===== src/rtl/mfap_pkg.sv =====
// Shared types, codes and defaults for the max-flow augmenting-path engine.
package mfap_pkg;

	localparam int NODES_DEF     = 64;
	localparam int CAP_WIDTH_DEF = 32;
	localparam int NC_W          = 7;
	localparam int MAX_FLOW_W    = 38;
	localparam int PATH_W        = 16;
	localparam int IN_DATA_W     = 48;
	localparam int OUT_DATA_W    = 56;

	localparam logic [NC_W-1:0] NODE_COUNT_RST = 7'd64;

	localparam logic [1:0] FUNC_CLEAR   = 2'd0;
	localparam logic [1:0] FUNC_ADD     = 2'd1;
	localparam logic [1:0] FUNC_COMPUTE = 2'd2;

	typedef enum logic [4:0] {
		ST_SWEEP,
		ST_IDLE,
		ST_ADD_RD,
		ST_ADD_WR,
		ST_BFS_INIT,
		ST_POP,
		ST_CUR,
		ST_SCAN,
		ST_DRAIN,
		ST_BN_INIT,
		ST_BN_PRED,
		ST_BN_RES,
		ST_BN_MIN,
		ST_AG_INIT,
		ST_AG_PRED,
		ST_AG_RES,
		ST_AG_SUB,
		ST_AG_REV,
		ST_AG_DONE,
		ST_OUT
	} state_t;

	typedef enum logic [3:0] {
		OP_NONE,
		OP_SWEEP,
		OP_LOAD,
		OP_ADD_RD,
		OP_ADD_WR,
		OP_BFS_INIT,
		OP_POP,
		OP_CUR,
		OP_SCAN,
		OP_WALK_INIT,
		OP_EDGE_RD,
		OP_BN_MIN,
		OP_AG_SUB,
		OP_AG_REV,
		OP_AUG_DONE,
		OP_OUT
	} dp_op_t;

	typedef struct packed {
		dp_op_t op;
	} cmd_t;

	typedef struct packed {
		logic sweep_last;
		logic queue_empty;
		logic scan_last;
		logic sink_seen;
		logic p_zero;
		logic out_free;
	} stat_t;

endpackage


===== src/rtl/mfap_ctrl.sv =====
// Controller: sequences clearing, edge loads, breadth-first search and path augmentation.
module mfap_ctrl (
	input  logic            clk,
	input  logic            arst_n,
	input  logic            s_tvalid,
	output logic            s_tready,
	input  logic [1:0]      s_tuser,
	input  mfap_pkg::stat_t stat,
	output mfap_pkg::cmd_t  cmd
);

	mfap_pkg::state_t state_q, state_d;

	always_ff @(posedge clk or negedge arst_n) begin
		if (!arst_n) begin
			state_q <= mfap_pkg::ST_SWEEP;
		end else begin
			state_q <= state_d;
		end
	end

	always_comb begin
		state_d  = state_q;
		cmd.op   = mfap_pkg::OP_NONE;
		s_tready = 1'b0;
		unique case (state_q)
			mfap_pkg::ST_SWEEP: begin
				cmd.op = mfap_pkg::OP_SWEEP;
				if (stat.sweep_last) begin
					state_d = mfap_pkg::ST_IDLE;
				end
			end
			mfap_pkg::ST_IDLE: begin
				s_tready = 1'b1;
				if (s_tvalid) begin
					cmd.op = mfap_pkg::OP_LOAD;
					unique case (s_tuser)
						mfap_pkg::FUNC_CLEAR:   state_d = mfap_pkg::ST_SWEEP;
						mfap_pkg::FUNC_ADD:     state_d = mfap_pkg::ST_ADD_RD;
						mfap_pkg::FUNC_COMPUTE: state_d = mfap_pkg::ST_BFS_INIT;
						default:                state_d = mfap_pkg::ST_IDLE;
					endcase
				end
			end
			mfap_pkg::ST_ADD_RD: begin
				cmd.op  = mfap_pkg::OP_ADD_RD;
				state_d = mfap_pkg::ST_ADD_WR;
			end
			mfap_pkg::ST_ADD_WR: begin
				cmd.op  = mfap_pkg::OP_ADD_WR;
				state_d = mfap_pkg::ST_IDLE;
			end
			mfap_pkg::ST_BFS_INIT: begin
				cmd.op  = mfap_pkg::OP_BFS_INIT;
				state_d = mfap_pkg::ST_POP;
			end
			mfap_pkg::ST_POP: begin
				if (!stat.queue_empty) begin
					cmd.op  = mfap_pkg::OP_POP;
					state_d = mfap_pkg::ST_CUR;
				end else if (stat.sink_seen) begin
					state_d = mfap_pkg::ST_BN_INIT;
				end else begin
					state_d = mfap_pkg::ST_OUT;
				end
			end
			mfap_pkg::ST_CUR: begin
				cmd.op  = mfap_pkg::OP_CUR;
				state_d = mfap_pkg::ST_SCAN;
			end
			mfap_pkg::ST_SCAN: begin
				cmd.op = mfap_pkg::OP_SCAN;
				if (stat.scan_last) begin
					state_d = mfap_pkg::ST_DRAIN;
				end
			end
			// The last neighbour is compared here before the queue is looked at again.
			mfap_pkg::ST_DRAIN: state_d = mfap_pkg::ST_POP;
			mfap_pkg::ST_BN_INIT: begin
				cmd.op  = mfap_pkg::OP_WALK_INIT;
				state_d = mfap_pkg::ST_BN_PRED;
			end
			mfap_pkg::ST_BN_PRED: state_d = mfap_pkg::ST_BN_RES;
			mfap_pkg::ST_BN_RES: begin
				cmd.op  = mfap_pkg::OP_EDGE_RD;
				state_d = mfap_pkg::ST_BN_MIN;
			end
			mfap_pkg::ST_BN_MIN: begin
				cmd.op  = mfap_pkg::OP_BN_MIN;
				state_d = stat.p_zero ? mfap_pkg::ST_AG_INIT : mfap_pkg::ST_BN_PRED;
			end
			mfap_pkg::ST_AG_INIT: begin
				cmd.op  = mfap_pkg::OP_WALK_INIT;
				state_d = mfap_pkg::ST_AG_PRED;
			end
			mfap_pkg::ST_AG_PRED: state_d = mfap_pkg::ST_AG_RES;
			mfap_pkg::ST_AG_RES: begin
				cmd.op  = mfap_pkg::OP_EDGE_RD;
				state_d = mfap_pkg::ST_AG_SUB;
			end
			mfap_pkg::ST_AG_SUB: begin
				cmd.op  = mfap_pkg::OP_AG_SUB;
				state_d = mfap_pkg::ST_AG_REV;
			end
			mfap_pkg::ST_AG_REV: begin
				cmd.op  = mfap_pkg::OP_AG_REV;
				state_d = stat.p_zero ? mfap_pkg::ST_AG_DONE : mfap_pkg::ST_AG_PRED;
			end
			mfap_pkg::ST_AG_DONE: begin
				cmd.op  = mfap_pkg::OP_AUG_DONE;
				state_d = mfap_pkg::ST_BFS_INIT;
			end
			mfap_pkg::ST_OUT: begin
				if (stat.out_free) begin
					cmd.op  = mfap_pkg::OP_OUT;
					state_d = mfap_pkg::ST_IDLE;
				end
			end
			default: state_d = mfap_pkg::ST_IDLE;
		endcase
	end

endmodule

===== config.mk =====
export PLATFORM = sky130hd
export DESIGN_NAME = mfap_ctrl
export DESIGN_NICKNAME = d
export VERILOG_FILES = /design/src/rtl/mfap_pkg.sv /design/src/rtl/mfap_ctrl.sv
export SDC_FILE = /design/constraint.sdc
export NUM_CORES = 1
export LEC_CHECK = 0
export ABC_AREA = 1
export BUFFER_PORTS_ARGS = -buffer_cell sky130_fd_sc_hd__buf_2
export CAP_MARGIN = 15
export CORE_MARGIN = 2
export CORE_UTILIZATION = 30
export DETAILED_ROUTE_END_ITERATION = 16
export PLACE_DENSITY = 0.51
export SLEW_MARGIN = 15
export SYNTH_ARGS = -nofsm -noshare
export SYNTH_HDL_FRONTEND = slang
export SYNTH_SLANG_ARGS = --single-unit

===== constraint.sdc =====
create_clock -name clk -period 1.59 [get_ports clk]
set_clock_uncertainty 0.1 [all_clocks]
set_input_delay 0.318 -clock clk [delete_from_list [all_inputs] [get_ports clk]]
set_output_delay 0.318 -clock clk [all_outputs]
set_load 0.03 [all_outputs]

Word level (Yosys, flattened, before mapping)
Cells that the tools add are included.
{ "word_totals": {"reg_bits": 5, "in_bits": 11, "output_inout_bits": 5, "elab_cells": 47} }
{ "op_classes": {"n_eq_ne": 25, "muxes": 15, "reduce_logical": 6} }
{ "op_table": {"columns": ["op", "count"], "rows": [
  ["one-hot mux 5 bit (18 select lines)", 1],
  ["one-hot mux 4 bit (15 select lines)", 1],
  ["equality test 5 x 4 -> 1 bit (second input constant)", 8],
  ["2-to-1 mux 5 bit", 7],
  ["equality test 5 x 3 -> 1 bit (second input constant)", 4],
  ["equality test 5 bit (second input constant)", 4],
  ["equality test 5 x 2 -> 1 bit (second input constant)", 2],
  ["one-hot mux 3 bit (3 select lines)", 1],
  ["!= test 2 bit (second input constant)", 4],
  ["2-to-1 mux 3 bit", 2],
  ["OR reduction 2 bit", 3],
  ["equality test 5 x 1 -> 1 bit (second input constant)", 1],
  ["logical NOT 5 bit", 1],
  ["2-to-1 mux 4 bit", 1],
  ["AND reduction 4 bit", 1],
  ["equality test 2 x 1 -> 1 bit (second input constant)", 1],
  ["equality test 2 bit (second input constant)", 1],
  ["logical NOT 2 bit", 1],
  ["2-to-1 mux 2 bit", 1],
  ["2-to-1 mux 1 bit", 1]
]} }

Logic depth before layout (Yosys ltp)
Gate-level depths: netlist of the first run.
{ "depth": {"ltp_word": 4, "mapped_depth": 10, "depth_no_buf": 10} }

Worst setup path after synthesis of the first run
Ideal clock, no wire load.
{ "synth_timing": {"kind": "register to output", "start": "register state_q[0]", "end": "output port cmd[1] (netlist bit)", "arrival_ns": 1.351, "required_ns": 1.172, "path_slack_ns": -0.179, "stages_incl_launch_ff": 8, "path_buffers": 0, "path_cell_list": "dfrtp_1 > inv_1 > nor2_2 > nand2_1 > nor2_4 > nand2_1 > nand4_1 > nand3b_1"} }
{ "synth_lines": {"columns": ["element", "line", "text"], "rows": [
  ["from (decl)", "mfap_ctrl.sv:12", "mfap_pkg::state_t state_q, state_d;"],
  ["from (signal assigned)", "mfap_ctrl.sv:16", "state_q <= mfap_pkg::ST_SWEEP;"],
  ["from (signal assigned)", "mfap_ctrl.sv:18", "state_q <= state_d;"],
  ["to (decl)", "mfap_ctrl.sv:9", "output mfap_pkg::cmd_t cmd"]
]} }

==> results of run 1 <==
-- layer usage --
layer / vias to the layer above / routed length (um)
met2: 47 / 1220
li1: 546 / -
met5: - / 0
met3: 13 / 147
met1: 460 / 1130
met4: 0 / 103
-- where the power goes --
group	internal, mW	switching, mW
clock	0.0952	0.0568
combinational	0.989	1.10
sequential	0.187	0.0866
total	1.27	1.25
-- layout by cell type, fill, tap and decap left out, drive strengths merged --
master        n
a21oi         2
a22oi         1
a31oi         1
buf          57
clkbuf        4
dfrtp         5
dlygate4sd3   1
inv          18
nand2        43
nand3        21
nand3b        1
nand4         6
nor2         27
o211ai        1
o21ai         3
-- area by class of cell --
type / count / area [um^2]
fillers: 237 / 952
clock buffers: 4 / 26.3
well taps: 28 / 35.0
inverters: 18 / 67.6
repair buffers: 58 / 435
flip-flops and latches: 5 / 129
multi-input cells: 106 / 524
-- cell families after synthesis --
family | synth area share, %
AND/OR/NAND/NOR | 63.6
flip-flops | 18.5
AO/OA/AOI/OAI | 6.84
buffers and inverters | 11.1
-- repair_timing --
action,in CTS,in global routing
pin swaps,2,0
hold buffers,1,0
buffers inserted,2,2
hold endpoints to repair,5,0
gates resized for setup,25,9
setup endpoints to repair,9,10
-- worst register-to-register path, stage by stage (launching register included) --
cell,delay (ns)
dfrtp_2,0.44
nand2_1,0.17
nor2_2,0.07
buf_4,0.14
nand2_1,0.06
nand2_1,0.05
nor2_1,0.17
nand2_1,0.08
nor2_1,0.08
nor2_1,0.05
nor2_1,0.12
-- through the flow --
stage | hold slack [ns] | instances | area [um^2]
floorplan | -0.0776 | 130 | 684
global placement | 0.0415 | 211 | 1080
detailed placement | 0.0476 | 211 | 1080
CTS | 0.229 | 218 | 1190
global route | 0.231 | 219 | 1220
finish | 0.237 | 219 | 1220
-- worst paths after layout --
| kind | cells past startpoint | from | endpoint | slack (ns) |
|---|---|---|---|---|
| min in group asynchronous | 2 | arst_n | state_q[1] | 0.32 |
| max in group asynchronous | 2 | arst_n | state_q[2] | 0.91 |
| max | 7 | state_q[1] | cmd[1] | -0.29 |
| max reg2reg | 10 | state_q[0] | state_q[0] | -0.03 |
| min | 2 | stat[2] | state_q[4] | 0.24 |
| min reg2reg | 2 | state_q[2] | state_q[4] | 0.63 |
-- cell usage after synthesis --
cell type / number
nand4_1: 6
a31oi_1: 1
nor2_4: 1
a22oi_1: 1
dfrtp_1: 5
nand2_2: 1
nand3_1: 20
nor2_1: 25
nand3_2: 1
nand3b_1: 1
inv_1: 18
a21oi_1: 2
buf_4: 1
nand2_1: 42
o21ai_0: 3
nor2_2: 1
o211ai_1: 1
==> flow_summary.json, run 1 <==
{
  "synth_nets": 141,
  "path_delay_family": "flip-flops",
  "numCtsBuffers": 3,
  "max_freq_mhz": 531,
  "slew_headroom_pct": 86.8,
  "cpMaxStageDelayCell": "dfrtp_1",
  "start_util_pct": 31.2,
  "wl_per_cell_um": 11.9,
  "grt_pass1_wl_um": 4310,
  "timing.setup.tns_ns": -1.24,
  "h-tree-depth": 1,
  "setup.worst_path.class": "reg -> out",
  "hold_class": "in -> reg",
  "io_buffer_count": 15,
  "die_w_um": 51.5,
  "p_leak_nw": 0.728,
  "root_buffer": "clkbuf_4",
  "finalNetCount": 203,
  "synthCells": 130,
  "min_period_over_period_pct": 118,
  "grt_antenna_before_repair": 0,
  "ant_nets": 0,
  "fin_util_pct": 56.1,
  "ys_seq_area_share_pct": 18.5,
  "clock_latency_ns": 0.25,
  "preCtsSetupSlack_ns": -0.120,
  "drt_wl_total_um": 2600,
  "critPathMaxFanout": 4,
  "grt_usage_pct": 21.5,
  "violations": "setup timing",
  "hpwl_um": 2110,
  "synth-seq-cells": 5,
  "cp.arrival_ns": 1.46,
  "largest_reg_flops": 5,
  "synthToLayoutAreaGrowth_pct": 79.9,
  "critPathLaunchType": "flip-flop",
  "place_congestion": 0.889,
  "peakVddDrop_mv": 1.27,
  "ys.warnings.count": 0,
  "design.core.area_mm2": 0.00217,
  "fin_total_pwr_mw": 2.52,
  "worst_slack_ns": -0.293,
  "met2_usage_pct": 34.8,
  "overflow": 0,
  "top_usage_layer": "met2",
  "crit_chain": "inv_1 > nand2_2 > nor2_1 > o21ai_1 > nand4_1 > nand3b_1 > buf_6",
  "cts_sinks": 5,
  "required_ns": 1.17,
  "clk_pin_slew_ns": 0.05,
  "fin_crit_ns": 1.88,
  "top_regs": "state_q x5",
  "dr.pass1.iters": 6,
  "slew_viol_final": 0,
  "yosysUniqueCellTypes": 17,
  "grt_pass1_vias": 982,
  "die_area_mm2": 0.00265,
  "critPathBufInv": 2,
  "grt_max_degree": 10,
  "drive_above_1_share_pct": 44.5,
  "first_iter_violations": 59,
  "status": "finished, violations left",
  "cts_tree": "yes",
  "critPathMaxStageDelay_ns": 0.41,
  "use_met3_pct": 1.44,
  "synthTopCellsByArea": "nand2_1 23%, dfrtp_1 18%, nand3_1 15%",
  "hold_violations": 0,
  "rsz0062_at_grt": "true",
  "ios": 16,
  "synth.top_cell.area_share_pct": 23.3,
  "synth.largest_area_cell": "nand2_1",
  "clockBufferDepth": 2,
  "setup_viol": 6,
  "die_h_um": 51.5,
  "row_count": 17,
  "drc": 0,
  "grtUsageMet1_pct": 28.3,
  "powerDensity_mw_per_mm2": 2070,
  "avgSynthCellArea_um2": 5.21,
  "dr_total_vias": 1066,
  "synthesis.area_um2": 677,
  "tightestPinTransition_ns": 0.197,
  "endpoint_kind": "output port",
  "regMostFlops": "state_q",
  "drv_cap": 0,
  "via_per_inst": 4.87,
  "antenna_cells": 0
}
Note: power is estimated with default switching activity, not from simulation.
==> run 2: changes to the inputs <==
clock period = 2.2 ns   (was 1.59 ns; I/O delays follow)
==> flow_summary.json, run 2 (synthesized netlist as in run 1, its figures left out) <==
{
  "status": "finished, final reports clean",
  "finalNetCount": 166,
  "endpoint_kind": "output port",
  "setup_viol": 0,
  "die_w_um": 51.5,
  "drive_above_1_share_pct": 24.7,
  "grt_usage_pct": 18.0,
  "setup.worst_path.class": "reg -> out",
  "intPower_mw": 0.537,
  "cp.arrival_ns": 1.55,
  "grt_pass1_vias": 829,
  "cts_tree": "yes",
  "hpwl_um": 1780,
  "peakVddDrop_mv": 0.663,
  "mostFrequentLayoutCell": "nand2_1",
  "numCtsBuffers": 3,
  "hold_class": "in -> reg",
  "slew_viol_final": 0,
  "die_area_mm2": 0.00265,
  "drt_wl_total_um": 2070,
  "critPathLaunchType": "flip-flop",
  "regMostFlops": "state_q",
  "root_buffer": "clkbuf_4",
  "row_count": 17,
  "critPathMaxFanout": 6,
  "top_regs": "state_q x5",
  "max_freq_mhz": 478,
  "largest_reg_flops": 5,
  "min_period_over_period_pct": 95.0,
  "ios": 16,
  "powerDensity_mw_per_mm2": 1470,
  "fin_area_um2": 886,
  "p_switching_mw": 0.764,
  "clockBufferDepth": 2,
  "p_leak_nw": 0.540,
  "fin_crit_ns": 2.09,
  "seqPwrFrac_pct": 15.2,
  "p_comb_share_pct": 76.7,
  "hold_violations": 0,
  "required_ns": 1.66,
  "fill_cells": 257,
  "dr_total_vias": 900,
  "synthToLayoutAreaGrowth_pct": 30.9,
  "grt_max_degree": 10,
  "first_iter_violations": 51,
  "timing.setup.tns_ns": 0,
  "clk_pin_slew_ns": 0.04,
  "wl_per_cell_um": 11.4,
  "clock_latency_ns": 0.24,
  "ant_nets": 0,
  "rsz0062_at_grt": "false",
  "multiInputGateArea_um2": 504,
  "switching_share_pct": 58.7,
  "via_per_inst": 4.95,
  "h-tree-depth": 1,
  "drv_cap": 0,
  "io_buffer_count": 15,
  "die_h_um": 51.5,
  "cts_sinks": 5,
  "grt_pass1_wl_um": 3600,
  "tightestPinTransition_ns": 0.257,
  "overflow": 0,
  "dr.pass1.iters": 4,
  "antenna_cells": 0,
  "drc": 0,
  "mostFrequentLayoutCells": "41 x nand2_1, 21 x nor2_1, 20 x nand3_1, 14 x inv_1, 14 x buf_2",
  "clkPwrFrac_pct": 8.0,
  "postPlaceCellArea_um2": 810,
  "grt_antenna_before_repair": 0,
  "place_congestion": 0.944,
  "slew_headroom_pct": 82.7,
  "design.core.area_mm2": 0.00217,
  "start_util_pct": 31.2,
  "regArea_um2": 128
}
run 2: cell types whose count changed in the layout (fill, tap and decap cells not counted), moves of 2 or more:
cell     delta
nand2_1     +3
nand2_2     -3
nor2_2      -3
inv_1       +2
inv_2       -2
buf_2       +4
buf_6       -6
buf_4      -36
nor2_1      +3
run 2: area by class of cell:
cell class / instances / share of cell area [%]
Clock buffer: 4 / 2.97
Inverter: 18 / 7.63
Tap cell: 28 / 3.95
Multi-Input combinational cell: 106 / 56.9
Sequential cell: 5 / 14.4
Timing Repair Buffer: 21 / 14.1
run 2: final timing paths:
check                      startpoint    endpoint  slack (ns)  cells past startpoint
max                        state_q[1]      cmd[1]        0.11                      7
min                           stat[2]  state_q[4]        0.35                      2
max reg2reg                state_q[0]  state_q[0]        0.60                     10
min reg2reg                state_q[1]  state_q[1]        0.52                      2
max in group asynchronous      arst_n  state_q[4]        1.41                      2
min in group asynchronous      arst_n  state_q[2]        0.43                      2
run 2: timing repair:
item                                   in CTS  in global routing
resized for setup                           2                 14
buffers inserted                            0                  1
endpoints found under the hold margin       5                  0
setup endpoints to repair                   1                  4
hold buffers                                1                  0
run 2: per-layer routing:
metal | global-route usage [%] | wire [um] | up-vias
met1 | 24.2 | 973 | 391
met2 | 27.6 | 964 | 36
met4 | 9.21 | 27 | 0
li1 | - | - | 469
met3 | 3.16 | 103 | 4
met5 | 0 | 0 | -
run 2: power groups by stage:
stage	Sequential (mW)	Combinational, mW	Clock (mW)
global placement	0.182	0.940	0
finish	0.198	0.998	0.105
detailed placement	0.182	0.935	0
CTS	0.183	0.947	0.110
global route	0.204	1.12	0.117
floorplan	0.171	0.680	0
run 2: worst max-delay path, cell delays in order, from the launching register on:
cell	delay, ns
dfrtp_2	0.46
nor2_4	0.17
nand2_2	0.10
nor2_4	0.13
nand2_1	0.09
nand4_1	0.08
nand3b_1	0.10
clkbuf_4	0.18
run 2: per-stage QoR:
stage	total power, mW	hold WS, ns	utilization, %	cells	setup slack (ns)
global route	1.45	0.365	40.8	182	0.00436
CTS	1.24	0.359	39.2	181	0.0320
finish	1.30	0.355	40.8	182	0.109
global placement	1.12	0.163	37.3	176	0.232
detailed placement	1.12	0.163	37.3	176	0.250
floorplan	0.850	0.0444	-	130	0.309
==> run 3: changes to the inputs <==
clock period = 2.55 ns   (was 2.2 ns; I/O delays follow)
==> flow_summary.json, run 3 (synthesized netlist as in run 1, its figures left out) <==
{
  "status": "finished, final reports clean",
  "drt_wl_total_um": 2020,
  "cts_tree": "yes",
  "ios": 16,
  "first_iter_violations": 33,
  "slew_headroom_pct": 73.2,
  "setup_viol": 0,
  "ant_nets": 0,
  "grt_pass1_vias": 838,
  "die_area_mm2": 0.00265,
  "cts_sinks": 5,
  "cpMaxStageDelayCell": "dfrtp_1",
  "mostFrequentLayoutCell": "nand2_1",
  "finalNetCount": 164,
  "endpoint_kind": "output port",
  "min_period_over_period_pct": 88.3,
  "clock_latency_ns": 0.24,
  "whs_path_depth": 2,
  "place_congestion": 0.922,
  "h-tree-depth": 1,
  "cp.arrival_ns": 1.64,
  "clk_pin_slew_ns": 0.04,
  "root_buffer": "clkbuf_4",
  "clockBufferDepth": 2,
  "top_regs": "state_q x5",
  "fin_crit_ns": 2.25,
  "fin_total_pwr_mw": 1.05,
  "dp.cells": 175,
  "r2r-start": "state_q[0]",
  "cts_setup_buffers": 0,
  "tightestPinTransition_ns": 0.401,
  "wl_per_cell_um": 11.2,
  "holdWs_ns": 0.439,
  "peakVddDrop_mv": 0.563,
  "hp-start": "stat[2]",
  "die_w_um": 51.5,
  "drive_above_1_share_pct": 16.4,
  "rsz0062_at_grt": "false",
  "numCtsBuffers": 3,
  "timing.setup.tns_ns": 0,
  "hold_path_end": "state_q[4]",
  "multiInputGateArea_um2": 477,
  "setup.worst_path.class": "reg -> out",
  "crit_chain": "inv_1 > nand2_2 > nor2_1 > nand3_1 > nand4_1 > nand3b_1 > buf_2",
  "synthToLayoutAreaGrowth_pct": 23.8,
  "antenna_cells": 0,
  "die_h_um": 51.5,
  "reg2reg_depth": 9,
  "design.core.area_mm2": 0.00217,
  "grt_antenna_before_repair": 0,
  "p_leak_nw": 0.533,
  "critPathLaunchType": "flip-flop",
  "required_ns": 1.94,
  "dr.pass1.iters": 4,
  "start_util_pct": 31.2,
  "slew_viol_final": 0,
  "grt_usage_pct": 16.3,
  "drc": 0,
  "via_per_inst": 5.04,
  "critPathMaxStageDelay_ns": 0.44,
  "hpwl_um": 1730,
  "largest_reg_flops": 5,
  "r2r_slack_ns": 0.85,
  "mostFrequentLayoutCells": "42 x nand2_1, 25 x nor2_1, 20 x nand3_1, 18 x inv_1, 15 x buf_2",
  "io_buffer_count": 15,
  "hold_class": "in -> reg",
  "hold_violations": 0,
  "dr_total_vias": 907,
  "drv_cap": 0,
  "max_freq_mhz": 444,
  "fill_cells": 267,
  "regArea_um2": 125,
  "critPathMaxFanout": 6,
  "powerDensity_mw_per_mm2": 1260,
  "grt_pass1_wl_um": 3340,
  "r2r-end": "state_q[0]",
  "critPathBufInv": 2,
  "grt_max_degree": 10,
  "path_delay_family": "simple AND/OR/NAND/NOR gates",
  "row_count": 17,
  "instances_no_fill": 180,
  "overflow": 0,
  "regMostFlops": "state_q"
}
[run 3: cell count changes in the layout (fill, tap and decap cells not counted), moves of 2 or more]
cell | before | now
inv_1 | 14 | 18
inv_2 | 4 | 0
nor2_1 | 21 | 25
buf_4 | 5 | 3
dfrtp_1 | 3 | 5
dfrtp_2 | 2 | 0
nor2_2 | 3 | 1
nor2_4 | 3 | 1
[run 3: report_power, final]
part	internal (mW)	leakage, nW	switching [mW]	total [mW]
Combinational	0.252	0.454	0.551	0.802
Sequential	0.112	0.0648	0.0499	0.162
Clock	0.0589	0.0150	0.0288	0.0877
Total	0.423	0.533	0.629	1.05
[run 3: worst max-delay path by stage]
stage | slack (ns) | cells past startpoint | to | from
after floorplan | 0.59 | 7 | cmd[1] | state_q[0]
after global placement | 0.53 | 8 | cmd[1] | state_q[0]
after detailed placement | 0.53 | 6 | cmd[1] | stat[4]
after CTS | 0.29 | 8 | cmd[1] | state_q[0]
after global routing | 0.12 | 7 | cmd[1] | state_q[4]
final | 0.30 | 7 | cmd[1] | state_q[3]
[run 3: layout make-up]
type | instances | area share, %
Tap cell | 28 | 4.18
Clock buffer | 4 | 3.13
Inverter | 18 | 8.06
Timing Repair Buffer | 19 | 12.8
Sequential cell | 5 | 14.9
Multi-Input combinational cell | 106 | 56.9
[run 3: timing repair]
action | 4_1_cts | 5_1_grt
gates resized for setup | 0 | 0
hold endpoints to repair | 5 | 0
hold buffers | 1 | 0
setup endpoints to repair | 0 | 0
[run 3: routing by layer]
| metal | track usage, % | wire, um | up-vias |
|---|---|---|---|
| met5 | 0 | 0 | - |
| met4 | 6.58 | 53 | 0 |
| met3 | 1.72 | 145 | 8 |
| met2 | 26.5 | 915 | 42 |
| met1 | 22.1 | 904 | 392 |
| li1 | - | - | 465 |
[run 3: metrics by stage]
step           cell area (um^2)  setup slack, ns  util [%]
2_1_floorplan               677            0.589         -
3_3_place_gp                802            0.532      37.0
3_5_place_dp                802            0.529      37.0
4_1_cts                     838            0.286      38.6
5_1_grt                     838            0.117      38.6
6_report                    838            0.298      38.6
